`src/design/plst_pkg.sv`:
```
// Shared types and constants for the positional list store.
// Holds the request and response payloads and the controller/datapath interface.
`timescale 1ns / 1ps
`default_nettype none

package plst_pkg;

   localparam int ACTION_W   = 3;
   localparam int POSITION_W = 7;
   localparam int VALUE_W    = 32;
   localparam int STATUS_W   = 2;
   localparam int COUNT_W    = 7;

   localparam logic [ACTION_W-1:0] ACT_INSERT   = 3'd0;
   localparam logic [ACTION_W-1:0] ACT_DELETE   = 3'd1;
   localparam logic [ACTION_W-1:0] ACT_RETRIEVE = 3'd2;
   localparam logic [ACTION_W-1:0] ACT_REPLACE  = 3'd3;
   localparam logic [ACTION_W-1:0] ACT_CLEAR    = 3'd4;

   localparam logic [STATUS_W-1:0] ST_OK    = 2'd0;
   localparam logic [STATUS_W-1:0] ST_RANGE = 2'd1;
   localparam logic [STATUS_W-1:0] ST_FULL  = 2'd2;

   typedef struct packed {
      logic [ACTION_W-1:0]   action;
      logic [POSITION_W-1:0] position;
      logic [VALUE_W-1:0]    value_in;
   } req_type;

   typedef struct packed {
      logic [VALUE_W-1:0]  value_out;
      logic [STATUS_W-1:0] status;
      logic [COUNT_W-1:0]  count;
      logic                is_empty;
      logic                is_full;
   } rsp_type;

   typedef enum logic [1:0] {
      RD_AT_INDEX,
      RD_BELOW_INDEX,
      RD_ABOVE_INDEX
   } rd_sel_type;

   typedef enum logic [1:0] {
      STEP_HOLD,
      STEP_DEC,
      STEP_INC
   } step_type;

   typedef enum logic [1:0] {
      CNT_HOLD,
      CNT_INC,
      CNT_DEC,
      CNT_CLEAR
   } cnt_op_type;

   typedef struct packed {
      logic       capture;
      logic       rd_en;
      rd_sel_type rd_sel;
      logic       wr_en;
      logic       wr_from_mem;
      step_type   step;
      logic       save_result;
      logic       respond;
      cnt_op_type cnt_op;
   } cmd_type;

   typedef struct packed {
      logic [ACTION_W-1:0] action;
      logic                ok;
      logic                at_pos;
      logic                at_end;
   } stat_type;

endpackage

`default_nettype wire

```
`src/design/positional_list_store.sv`:
```
// Top level of the positional list store: controller and datapath joined by command/status.
// Depends on plst_pkg, plst_ctrl and plst_dpath.
`timescale 1ns / 1ps
`default_nettype none

// A request is taken when start is high and busy is low; busy then stays high until the
// cycle in which the single response appears on rsp_data for one cycle with rsp_strobe,
// and the receiver must take it then because it cannot stall. Entries live in a memory
// with one read and one write port, and moving one entry takes a read and then a write,
// so insert and delete time grows with the number of entries behind the position.
// Delete and retrieve first read the entry at the position; replace, clear, unused actions
// and any request that fails its check go from the check straight to the response. The
// next request may be accepted in the same cycle as the strobe.
module positional_list_store #(
   parameter int DEPTH      = 64,
   parameter int DATA_WIDTH = 32
) (
   input  wire logic              clock,
   input  wire logic              reset,
   input  wire logic              start,
   output logic                   busy,
   input  wire plst_pkg::req_type req_data,
   output logic                   rsp_strobe,
   output plst_pkg::rsp_type      rsp_data
);
   import plst_pkg::*;

   cmd_type  cmd;
   stat_type stat;

   plst_ctrl u_ctrl (
      .clock      (clock),
      .reset      (reset),
      .start      (start),
      .busy       (busy),
      .rsp_strobe (rsp_strobe),
      .stat       (stat),
      .cmd        (cmd)
   );

   plst_dpath #(
      .DEPTH      (DEPTH),
      .DATA_WIDTH (DATA_WIDTH)
   ) u_dpath (
      .clock    (clock),
      .reset    (reset),
      .req_data (req_data),
      .cmd      (cmd),
      .stat     (stat),
      .rsp_data (rsp_data)
   );

endmodule

`default_nettype wire

```
`src/design/plst_ctrl.sv`:
```
// Controller of the positional list store: sequences checks, entry moves and the response.
// Depends on plst_pkg for the command and status structs.
`timescale 1ns / 1ps
`default_nettype none

module plst_ctrl (
   input  wire logic             clock,
   input  wire logic             reset,
   input  wire logic             start,
   output logic                  busy,
   output logic                  rsp_strobe,
   input  wire plst_pkg::stat_type stat,
   output plst_pkg::cmd_type     cmd
);
   import plst_pkg::*;

   typedef enum logic [2:0] {
      S_IDLE,
      S_CHECK,
      S_RD_WAIT,
      S_SHIFT_RD,
      S_SHIFT_WR,
      S_DONE
   } state_type;

   state_type state_ff;
   state_type state_in;
   logic      busy_ff;
   logic      rsp_strobe_ff;

   always_comb begin
      cmd            = '0;
      cmd.rd_sel     = RD_AT_INDEX;
      cmd.step       = STEP_HOLD;
      cmd.cnt_op     = CNT_HOLD;
      state_in       = state_ff;
      case (state_ff)
         S_IDLE: begin
            if (start) begin
               cmd.capture = 1'b1;
               state_in    = S_CHECK;
            end
         end
         S_CHECK: begin
            state_in = S_DONE;
            if (stat.ok) begin
               case (stat.action)
                  ACT_INSERT: begin
                     state_in = S_SHIFT_RD;
                  end
                  ACT_DELETE, ACT_RETRIEVE: begin
                     cmd.rd_en  = 1'b1;
                     cmd.rd_sel = RD_AT_INDEX;
                     state_in   = S_RD_WAIT;
                  end
                  ACT_REPLACE: begin
                     cmd.wr_en = 1'b1;
                  end
                  default: begin
                     state_in = S_DONE;
                  end
               endcase
            end
         end
         S_RD_WAIT: begin
            cmd.save_result = 1'b1;
            state_in = (stat.action == ACT_DELETE) ? S_SHIFT_RD : S_DONE;
         end
         S_SHIFT_RD: begin
            if (stat.action == ACT_INSERT) begin
               if (stat.at_pos) begin
                  cmd.wr_en = 1'b1;
                  state_in  = S_DONE;
               end else begin
                  cmd.rd_en  = 1'b1;
                  cmd.rd_sel = RD_BELOW_INDEX;
                  state_in   = S_SHIFT_WR;
               end
            end else begin
               if (stat.at_end) begin
                  state_in = S_DONE;
               end else begin
                  cmd.rd_en  = 1'b1;
                  cmd.rd_sel = RD_ABOVE_INDEX;
                  state_in   = S_SHIFT_WR;
               end
            end
         end
         S_SHIFT_WR: begin
            cmd.wr_en       = 1'b1;
            cmd.wr_from_mem = 1'b1;
            cmd.step        = (stat.action == ACT_INSERT) ? STEP_DEC : STEP_INC;
            state_in        = S_SHIFT_RD;
         end
         S_DONE: begin
            cmd.respond = 1'b1;
            state_in    = S_IDLE;
            if (stat.action == ACT_CLEAR) begin
               cmd.cnt_op = CNT_CLEAR;
            end else if (stat.ok && stat.action == ACT_INSERT) begin
               cmd.cnt_op = CNT_INC;
            end else if (stat.ok && stat.action == ACT_DELETE) begin
               cmd.cnt_op = CNT_DEC;
            end
         end
         default: begin
            state_in = S_IDLE;
         end
      endcase
   end

   always_ff @(posedge clock) begin
      if (reset) begin
         state_ff      <= S_IDLE;
         busy_ff       <= 1'b0;
         rsp_strobe_ff <= 1'b0;
      end else begin
         state_ff      <= state_in;
         rsp_strobe_ff <= cmd.respond;
         if (cmd.capture) begin
            busy_ff <= 1'b1;
         end else if (cmd.respond) begin
            busy_ff <= 1'b0;
         end
      end
   end

   assign busy       = busy_ff;
   assign rsp_strobe = rsp_strobe_ff;

endmodule

`default_nettype wire

```
`src/design/plst_dpath.sv`:
```
// Datapath of the positional list store: entry memory, count, walk index and response registers.
// Depends on plst_pkg for payload, command and status types.
`timescale 1ns / 1ps
`default_nettype none

module plst_dpath #(
   parameter int DEPTH      = 64,
   parameter int DATA_WIDTH = 32
) (
   input  wire logic              clock,
   input  wire logic              reset,
   input  wire plst_pkg::req_type req_data,
   input  wire plst_pkg::cmd_type cmd,
   output plst_pkg::stat_type     stat,
   output plst_pkg::rsp_type      rsp_data
);
   import plst_pkg::*;

   localparam int CNT_W  = $clog2(DEPTH + 1);
   localparam int ADDR_W = $clog2(DEPTH);
   localparam int CMP_W  = (CNT_W > POSITION_W) ? CNT_W : POSITION_W;

   logic [DATA_WIDTH-1:0] mem_ff [DEPTH];
   logic [DATA_WIDTH-1:0] rd_data_ff;
   logic [DATA_WIDTH-1:0] result_ff;
   logic [DATA_WIDTH-1:0] val_ff;
   logic [CNT_W-1:0]      count_ff;
   logic [CNT_W-1:0]      count_in;
   logic [CNT_W-1:0]      idx_ff;
   logic [CNT_W-1:0]      idx_dec;
   logic [CNT_W-1:0]      idx_inc;
   logic [ACTION_W-1:0]   act_ff;
   logic [POSITION_W-1:0] pos_ff;
   logic [STATUS_W-1:0]   stat_ff;
   logic [STATUS_W-1:0]   stat_in;
   logic [CMP_W-1:0]      req_pos_ext;
   logic [CMP_W-1:0]      count_ext;
   logic [ADDR_W-1:0]     rd_addr;
   logic [DATA_WIDTH-1:0] wr_data;
   rsp_type               rsp_ff;

   assign req_pos_ext = CMP_W'(req_data.position);
   assign count_ext   = CMP_W'(count_ff);
   assign idx_dec     = idx_ff - CNT_W'(1);
   assign idx_inc     = idx_ff + CNT_W'(1);

   always_comb begin
      stat_in = ST_OK;
      case (req_data.action)
         ACT_INSERT: begin
            if (count_ff == CNT_W'(DEPTH)) begin
               stat_in = ST_FULL;
            end else if (req_pos_ext > count_ext) begin
               stat_in = ST_RANGE;
            end
         end
         ACT_DELETE, ACT_RETRIEVE, ACT_REPLACE: begin
            if (req_pos_ext >= count_ext) begin
               stat_in = ST_RANGE;
            end
         end
         default: begin
            stat_in = ST_OK;
         end
      endcase
   end

   always_comb begin
      case (cmd.rd_sel)
         RD_BELOW_INDEX: rd_addr = idx_dec[ADDR_W-1:0];
         RD_ABOVE_INDEX: rd_addr = idx_inc[ADDR_W-1:0];
         default:        rd_addr = idx_ff[ADDR_W-1:0];
      endcase
   end

   assign wr_data = cmd.wr_from_mem ? rd_data_ff : val_ff;

   always_comb begin
      case (cmd.cnt_op)
         CNT_INC:   count_in = count_ff + CNT_W'(1);
         CNT_DEC:   count_in = count_ff - CNT_W'(1);
         CNT_CLEAR: count_in = '0;
         default:   count_in = count_ff;
      endcase
   end

   always_ff @(posedge clock) begin
      if (cmd.wr_en) begin
         mem_ff[idx_ff[ADDR_W-1:0]] <= wr_data;
      end
      if (cmd.rd_en) begin
         rd_data_ff <= mem_ff[rd_addr];
      end
   end

   always_ff @(posedge clock) begin
      if (reset) begin
         count_ff <= '0;
      end else begin
         count_ff <= count_in;
      end
   end

   always_ff @(posedge clock) begin
      if (cmd.capture) begin
         act_ff    <= req_data.action;
         pos_ff    <= req_data.position;
         val_ff    <= DATA_WIDTH'(req_data.value_in);
         stat_ff   <= stat_in;
         result_ff <= '0;
         if (req_data.action == ACT_INSERT) begin
            idx_ff <= count_ff;
         end else begin
            idx_ff <= CNT_W'(req_data.position);
         end
      end else begin
         if (cmd.save_result) begin
            result_ff <= rd_data_ff;
         end
         case (cmd.step)
            STEP_DEC: idx_ff <= idx_dec;
            STEP_INC: idx_ff <= idx_inc;
            default:  idx_ff <= idx_ff;
         endcase
      end
      if (cmd.respond) begin
         rsp_ff.value_out <= VALUE_W'(result_ff);
         rsp_ff.status    <= stat_ff;
         rsp_ff.count     <= COUNT_W'(count_in);
         rsp_ff.is_empty  <= (count_in == '0);
         rsp_ff.is_full   <= (count_in == CNT_W'(DEPTH));
      end
   end

   assign stat.action = act_ff;
   assign stat.ok     = (stat_ff == ST_OK);
   assign stat.at_pos = (CMP_W'(idx_ff) == CMP_W'(pos_ff));
   assign stat.at_end = (idx_inc >= count_ff);
   assign rsp_data    = rsp_ff;

endmodule

`default_nettype wire

```
`config.mk`:
```
export PLATFORM = sky130hd
export DESIGN_NAME = positional_list_store
export DESIGN_NICKNAME = d
export VERILOG_FILES = /design/src/design/plst_pkg.sv /design/src/design/positional_list_store.sv /design/src/design/plst_ctrl.sv /design/src/design/plst_dpath.sv
export SDC_FILE = /design/constraint.sdc
export NUM_CORES = 2
export LEC_CHECK = 0
export BUFFER_PORTS_ARGS = -buffer_cell sky130_fd_sc_hd__buf_2
export CORE_MARGIN = 2
export CORE_UTILIZATION = 68
export CTS_CLUSTER_DIAMETER = 60
export CTS_CLUSTER_SIZE = 28
export DETAILED_ROUTE_END_ITERATION = 8
export HOLD_SLACK_MARGIN = 0.12
export PLACE_DENSITY = 0.85
export REMOVE_ABC_BUFFERS = 1
export SYNTH_ARGS = -nofsm -noshare
export SYNTH_HDL_FRONTEND = slang
export SYNTH_SLANG_ARGS = --single-unit
```
`constraint.sdc`:
```
create_clock -name clock -period 13.8 [get_ports clock]
set_clock_uncertainty 0.15 [all_clocks]
set_input_delay 0 -clock clock [delete_from_list [all_inputs] [get_ports clock]]
set_output_delay 0 -clock clock [all_outputs]
set_load 0.01 [all_outputs]
```
After elaboration in Yosys (flattened, before gate mapping)
Memories as Yosys holds them, arrays and structs flattened. A register that Yosys moved wholly into a read port is not among the register bits.
Cells that the tools add are included.
- register bits after elaboration: 138
- bits in writable memories: 2048
- input port bits: 45
- output and inout bits: 45
- word-level logic and storage cells: 98
- memories: 1
- memory list (name ; words ; width ; rd ports ; clocked after memory_dff ; wr ports ; line ; text):
    u_dpath.mem_ff ; 64 ; 32 ; 1 ; 1 ; 1 ; plst_dpath.sv:23 ; logic [DATA_WIDTH-1:0] mem_ff [DEPTH];
- add/subtract/negate cells: 4
- order comparisons: 3
- equality and inequality tests: 23
- multiplexer cells: 41
- reduce and logical (&&, ||, !) cells: 11
- operators by type and width (kind ; count):
    32-bit 2-to-1 mux ; 1
    3-bit 2-to-1 mux ; 9
    7-bit one-hot mux with 3 select lines ; 1
    3-bit by 2-bit == test with 1-bit output, second input constant ; 6
    1-bit 2-to-1 mux ; 15
    3-bit one-hot mux with 5 select lines ; 1
    7-bit by 1-bit adder with 7-bit output, second input constant ; 2
    7-bit == test, second input constant ; 2
    7-bit greater-or-equal comparator ; 2
    7-bit 2-to-1 mux ; 2
    7-bit one-hot mux with 2 select lines ; 1
    7-bit by 1-bit subtractor with 7-bit output, second input constant ; 2
    3-bit one-hot mux with 2 select lines ; 2
    6-bit one-hot mux with 2 select lines ; 1
    2-bit 2-to-1 mux ; 5
    3-bit by 1-bit == test with 1-bit output, second input constant ; 3
    3-bit == test, second input constant ; 3
    3-bit zero test ; 3
    2-bit == test, second input constant ; 4
    7-bit == test ; 1
    7-bit > comparator ; 1
    7-bit zero test ; 1
    2-bit by 1-bit == test with 1-bit output, second input constant ; 3
    4-bit 2-to-1 mux ; 1
    other kinds (9) ; 10

Logic depth before layout (Yosys ltp)
- depth after elaboration: 9
- depth in mapped cells: 26
- depth with buffers taken out: 17

Hierarchy
A second synthesis with hierarchy kept.
- cell total of the unflattened synthesis: 6192
- area total of the unflattened synthesis: 87231.2 um^2
- by module, submodules not included (module ; times used ; cells each ; area each (um^2) ; sequential area each (um^2)):
    plst_dpath ; 1 ; 6137 ; 86810.8 ; 66063.4
    plst_ctrl ; 1 ; 55 ; 420.4 ; 100.1

Worst setup path after synthesis
OpenSTA, ideal clock, no wires.
- path type: register to register
- start: register u_dpath.idx_ff[0]
- end: register u_dpath.rd_data_ff[31] (read register of u_dpath.mem_ff), data pin
- setup time: 272 ps
- arrival time: 4996 ps
- required time: 13378 ps
- slack: 8382 ps
- stages on the path, launching flop included: 22
- path buffers: 6
- clock period less this slack: 5418 ps
- cells stage by stage: edfxtp_1 buf_2 buf_1 buf_1 inv_1 ha_1 ha_1 a21o_1 a21o_1 a21o_1 a21oi_1 o211ai_1 ha_1 buf_4 o21ba_2 buf_4 nor2_4 buf_2 mux4_2 mux2i_1 o22ai_1 or4_1
- word-level cells in the longest chain between the ends: 7
- elaborated cells on any way between the ends: 11
- classes of those cells: 2 x add/sub; 1 x order compare; 3 x eq/ne; 5 x mux
- ends and longest elaborated chain (what ; line ; text):
    start, declared ; plst_dpath.sv:29 ; logic [CNT_W-1:0] idx_ff;
    start signal, assigned ; plst_dpath.sv:112 ; idx_ff <= count_ff;
    start signal, assigned ; plst_dpath.sv:114 ; idx_ff <= CNT_W'(req_data.position);
    start signal, assigned ; plst_dpath.sv:121 ; STEP_DEC: idx_ff <= idx_dec;
    7-bit by 1-bit adder with 7-bit output ; plst_dpath.sv:45 ; assign idx_inc = idx_ff + CNT_W'(1);
    7-bit greater-or-equal comparator ; plst_dpath.sv:138 ; assign stat.at_end = (idx_inc >= count_ff);
    3-bit 2-to-1 mux ; plst_ctrl.sv:80 ; if (stat.at_end) begin
    3-bit 2-to-1 mux ; plst_ctrl.sv:70 ; if (stat.action == ACT_INSERT) begin
    3-bit one-hot mux with 2 select lines ; plst_ctrl.sv:37 ; case (state_ff)
    2-bit == test / 2-bit by 1-bit == test with 1-bit output (equally long branches) ; plst_dpath.sv:69 ; case (cmd.rd_sel)
    6-bit one-hot mux with 2 select lines ; plst_dpath.sv:69 ;
    end, declared ; plst_dpath.sv:24 ; logic [DATA_WIDTH-1:0] rd_data_ff;
Parallel ways exist; a longest one is shown, timed or not.
A chain may end at the register's enable or synchronous reset.

Final worst setup path
- start: register u_dpath.idx_ff[4]
- end: register u_dpath.rd_data_ff[8] (read register of u_dpath.mem_ff), data pin
Same word-level chain as after synthesis.

==> qor.csv <==
stage,metric,value,unit
drt,drt drc,0,
cts,H-tree levels,4,
cells_and_area,final cell count without fillers,7027,
worst_setup_path,Worst Setup Path Type,reg -> reg,
sta,Final TNS setup,0,ns
worst_setup_path,CP startpoint kind,flop,
power_and_ir_drop,VDD IR max,0.169,mV
cts,CTS Sinks,2218,
worst_setup_path,Register-to-Register Path Depth,20,
cts,Num CTS Buffers,131,
cells_and_area,utilization after layout,74.9,%
worst_hold_path,Worst Hold Class,in -> reg,
worst_hold_path,Hold Crit Start,start,
yosys,"area leader, netlist",edfxtp_1,
floorplanning,die extent in x,366,um
drt,vias per cell,7.29,
grt,largest net degree at the start of global routing,147,
power_and_ir_drop,leakage,32.8,nW
floorplanning,row cnt,132,
yosys,Ys Warns,0,
run_status,status,"complete, no violations",
drt,final WL,245,mm
worst_setup_path,Critical Path AT,8.54,ns
drt,WL/cell,34.9,um
cts,Root Buffer,clkbuf_16,
worst_hold_path,Hold Path Sink,u_ctrl.state_ff[0],
grt,All-Layer GR Usage,36.3,%
placement,Port Buf Inserts,89,
yosys,synthesized area,89300,sq um
drt,DRT Pass-1 Iters,7,
yosys,Post-Synthesis Cells,5043,
yosys,syn_area_per_cell,17.7,sq um
yosys,sequential-to-total area share from yosys stat,74.1,%
cts,"Clk Latency, worst-skew pair",0.82,ns
sta,Finish-stage setup viols,0,
cts,setup bufs post-CTS,0,
drt,DRT antenna net count,0,
yosys,asr flop ratio synth,0,%
worst_setup_path,"Cell Chain, Critical Path",and2_1 > nand2_1 > nor2_1 > xor2_1 > ha_1 > nand2_1 > o211ai_1 > inv_1 > ha_1 > mux2_2 > buf_4 > o21ai_4 > buf_4 > buf_4 > buf_4 > nand2_1 > nand3_1 > nand3_1 > a32o_1 > nor4_1,
worst_setup_path,reg2reg setup slack,5.69,ns
floorplanning,Initial Util,68.7,%
placement,global placer's final weighted congestion,0.929,
drt,via count,51200,
sta,Tcrit/Tclk final,58.8,%
drt,Initial DRC Count,9566,
placement,DP HPWL,130,mm
flow_run,max-cap viol count,0,
power_and_ir_drop,internal power,10.9,mW
placement,placed insts,6693,
worst_setup_path,r2r endpoint,u_dpath.rd_data_ff[8],
yosys,post-synth top area share,73.1,%
worst_setup_path,Worst path most repeated cell,buf_4,
worst_hold_path,Hold Path Depth,6,
worst_setup_path,slowest stage cell on the critical path,buf_4,
cts,"Clk pin slew, worst setup/hold paths",0.08,ns
yosys,Synth Flop Type,edfxtp_1,
worst_setup_path,CP Max Fanout,70,
cts,Clock Tree Buf Depth,3,
placement,"Cell Area, Placed",91800,sq um
floorplanning,Ports,90,
sta,fin worst setup slack,5.69,ns
sta,RSZ-0062 raised after global routing,no,
worst_setup_path,critical path endpoint category,flop,
power_and_ir_drop,PD cells,157,nW/um^2
worst_setup_path,worst r2r src,u_dpath.idx_ff[4],
floorplanning,Die Ht,366,um
cells_and_area,fill count,6766,
grt,vias in the first global route,50000,
sta,Final min period,8.11,ns
cells_and_area,Area Overhead vs Synth,9.04,%
floorplanning,die area,134000,sq um
power_and_ir_drop,Sw Ratio,29.0,%
sta,Final Max Slew Viols,0,
cells_and_area,final net count,5244,
grt,gr ovfl total,0,
worst_setup_path,crit-path max cell delay,0.78,ns
sta,Max Freq,0.123,GHz
placement,pre-CTS WS,5.79,ns
yosys,synthesis-stage register bit count,2218,
power_and_ir_drop,Psw,4.44,mW
power_and_ir_drop,Logic pwr share,20.4,%
sta,Slew HR,7.87,%
cts,post-CTS sizing,0,
power_and_ir_drop,Reg power frac,50.6,%
grt,initial antenna violation count,11,
sta,final hold viol count,0,
cells_and_area,Layout Cell Area excl Fill,97300,sq um
yosys,Post-synth EDFFs,2174,
cells_and_area,share of cells above drive strength 1,15.7,%
cts,# hold bufs at CTS,89,
sta,Worst-Margin Slew,1.38,ns
grt,global-route wire length before repair,347,mm
floorplanning,Core Box Area,130000,sq um
yosys,Synth area leaders,"edfxtp_1, mux2i_1, mux4_2",
yosys,"Distinct cells, synth",89,
power_and_ir_drop,Clock Power Share,29.0,%
cts,TritonCTS clock tree,yes,
worst_setup_path,WP data required,14.23,ns
-- how the worst max path moves through the flow --
stage | start | to | slack [ns] | cells after the start
after floorplan | u_dpath.idx_ff[0] | u_dpath.rd_data_ff[2] | -16.40 | 14
after global placement | u_dpath.idx_ff[4] | u_dpath.rd_data_ff[29] | 6.04 | 16
after detailed placement | u_dpath.idx_ff[4] | u_dpath.rd_data_ff[29] | 5.79 | 16
after CTS | u_dpath.idx_ff[4] | u_dpath.rd_data_ff[29] | 5.72 | 16
after global routing | u_dpath.idx_ff[4] | u_dpath.rd_data_ff[29] | 5.21 | 16
final | u_dpath.idx_ff[4] | u_dpath.rd_data_ff[8] | 5.69 | 20
-- registers in the layout (all words and copies together), names as in the netlist, 3 cells and up --
signal / flops
u_dpath.pos_ff: 7
u_dpath.result_ff: 32
u_dpath.mem_ff: 2048
u_dpath.count_ext: 7
u_dpath.act_ff: 3
u_dpath.idx_ff: 7
u_dpath.rd_data_ff: 32
u_ctrl.state_ff: 3
u_dpath.val_ff: 32
u_dpath.rsp_data: 43
-- cells by family after synthesis --
group                    after synthesis  synth area share [%]
flip-flops                          2218                  74.1
multiplexers                        1089                  14.6
XOR/XNOR                              22                 0.216
adder cells (fa/ha/maj)               26                 0.373
buffers and inverters                347                  2.04
AND/OR/NAND/NOR                      793                  4.09
AO/OA/AOI/OAI                        548                  4.59
-- power groups by stage --
stage                     Combinational, mW  Clock, mW  Sequential, mW
after floorplan                        3.37          0            7.87
after global placement                 2.84          0            7.88
final                                  3.12       4.44            7.74
after detailed placement               2.95          0            7.89
after CTS                              3.01       4.42            7.74
after global routing                   3.22       4.64            7.75
-- Yosys cell counts (8+ instances only) --
library cell / count
edfxtp_1: 2174
mux2i_1: 816
nand2_1: 397
nand3_1: 171
mux4_2: 156
o211ai_1: 155
buf_2: 117
mux2_2: 115
nor2_1: 98
clkbuf_1: 81
a22oi_1: 71
a21oi_1: 65
buf_4: 64
a211oi_1: 46
dfxtp_1: 44
inv_1: 41
o21ai_0: 36
and3_1: 34
buf_1: 27
o22ai_1: 27
ha_1: 25
buf_6: 16
nand4_1: 15
o2111ai_1: 15
a22o_1: 14
nor4_1: 14
xnor2_1: 14
a211o_1: 11
o311ai_1: 11
a2111oi_0: 10
a21boi_0: 10
a21o_1: 10
a32o_1: 10
and4_1: 9
a221oi_1: 8
nor3_1: 8
xor2_1: 8
-- final cells by class --
cell class / instances / area [sq um] / area share (%)
clock buffers: 144 / 3460 / 3.56
well taps: 1742 / 2180 / 2.24
clock inverters: 94 / 1140 / 1.17
flip-flops and latches: 2218 / 66200 / 68.0
inverters: 41 / 154 / 0.158
multi-input cells: 2478 / 21900 / 22.5
diodes: 7 / 17.5 / 0.0180
repair buffers: 303 / 2360 / 2.43
-- layer usage --
| layer | vias up | global-route usage, % | share of wire, % |
|---|---|---|---|
| li1 | 20300 | - | - |
| met1 | 25200 | 47.5 | 33 |
| met2 | 4788 | 54.7 | 45 |
| met3 | 922 | 12.2 | 16 |
| met4 | 16 | 18.8 | 6.1 |
| met5 | - | 0.890 | 0.099 |
-- per-stage QoR --
step | hold slack, ns | power [mW]
floorplan | -0.0784 | 11.2
global placement | 0.0265 | 10.7
detailed placement | 0.0281 | 10.8
CTS | 0.127 | 15.2
global route | 0.187 | 15.6
finish | 0.131 | 15.3
-- cells in the final DEF (no fill, tap or decap), types with 10 or more instances in the layout --
master,n
a211oi_1,46
clkinv_4,11
o311ai_1,11
dfxtp_1,44
o2111ai_1,15
nor2_4,66
o21ai_0,35
mux2i_1,816
inv_8,19
nand2_1,392
a21o_1,10
mux2_2,115
clkinvlp_4,10
o22ai_1,27
xnor2_1,14
ha_1,24
a2111oi_0,10
nor4_1,14
clkinv_8,15
nand4_1,15
a21oi_1,65
buf_2,89
nand3_1,171
edfxtp_1,2174
mux4_2,156
a32o_1,10
a22oi_1,71
inv_6,19
o211ai_1,155
a22o_1,14
a21boi_0,10
a211o_1,11
clkbuf_16,137
nor2_1,32
and3_1,34
buf_4,118
dlygate4sd3_1,89
inv_1,40
-- critical path: cells and delay by family (launching register included) --
kind	cells	cell delay [ns]
adders and majority gates	2	0.73
and+or+nand+nor	8	1.97
AOI/OAI and AO/OA	3	0.89
DFF	1	0.69
muxes	1	0.35
xor gates and xnor gates	1	0.13
buffers and inverters	5	2.74
No activity file was read; power rests on OpenSTA's default activity.
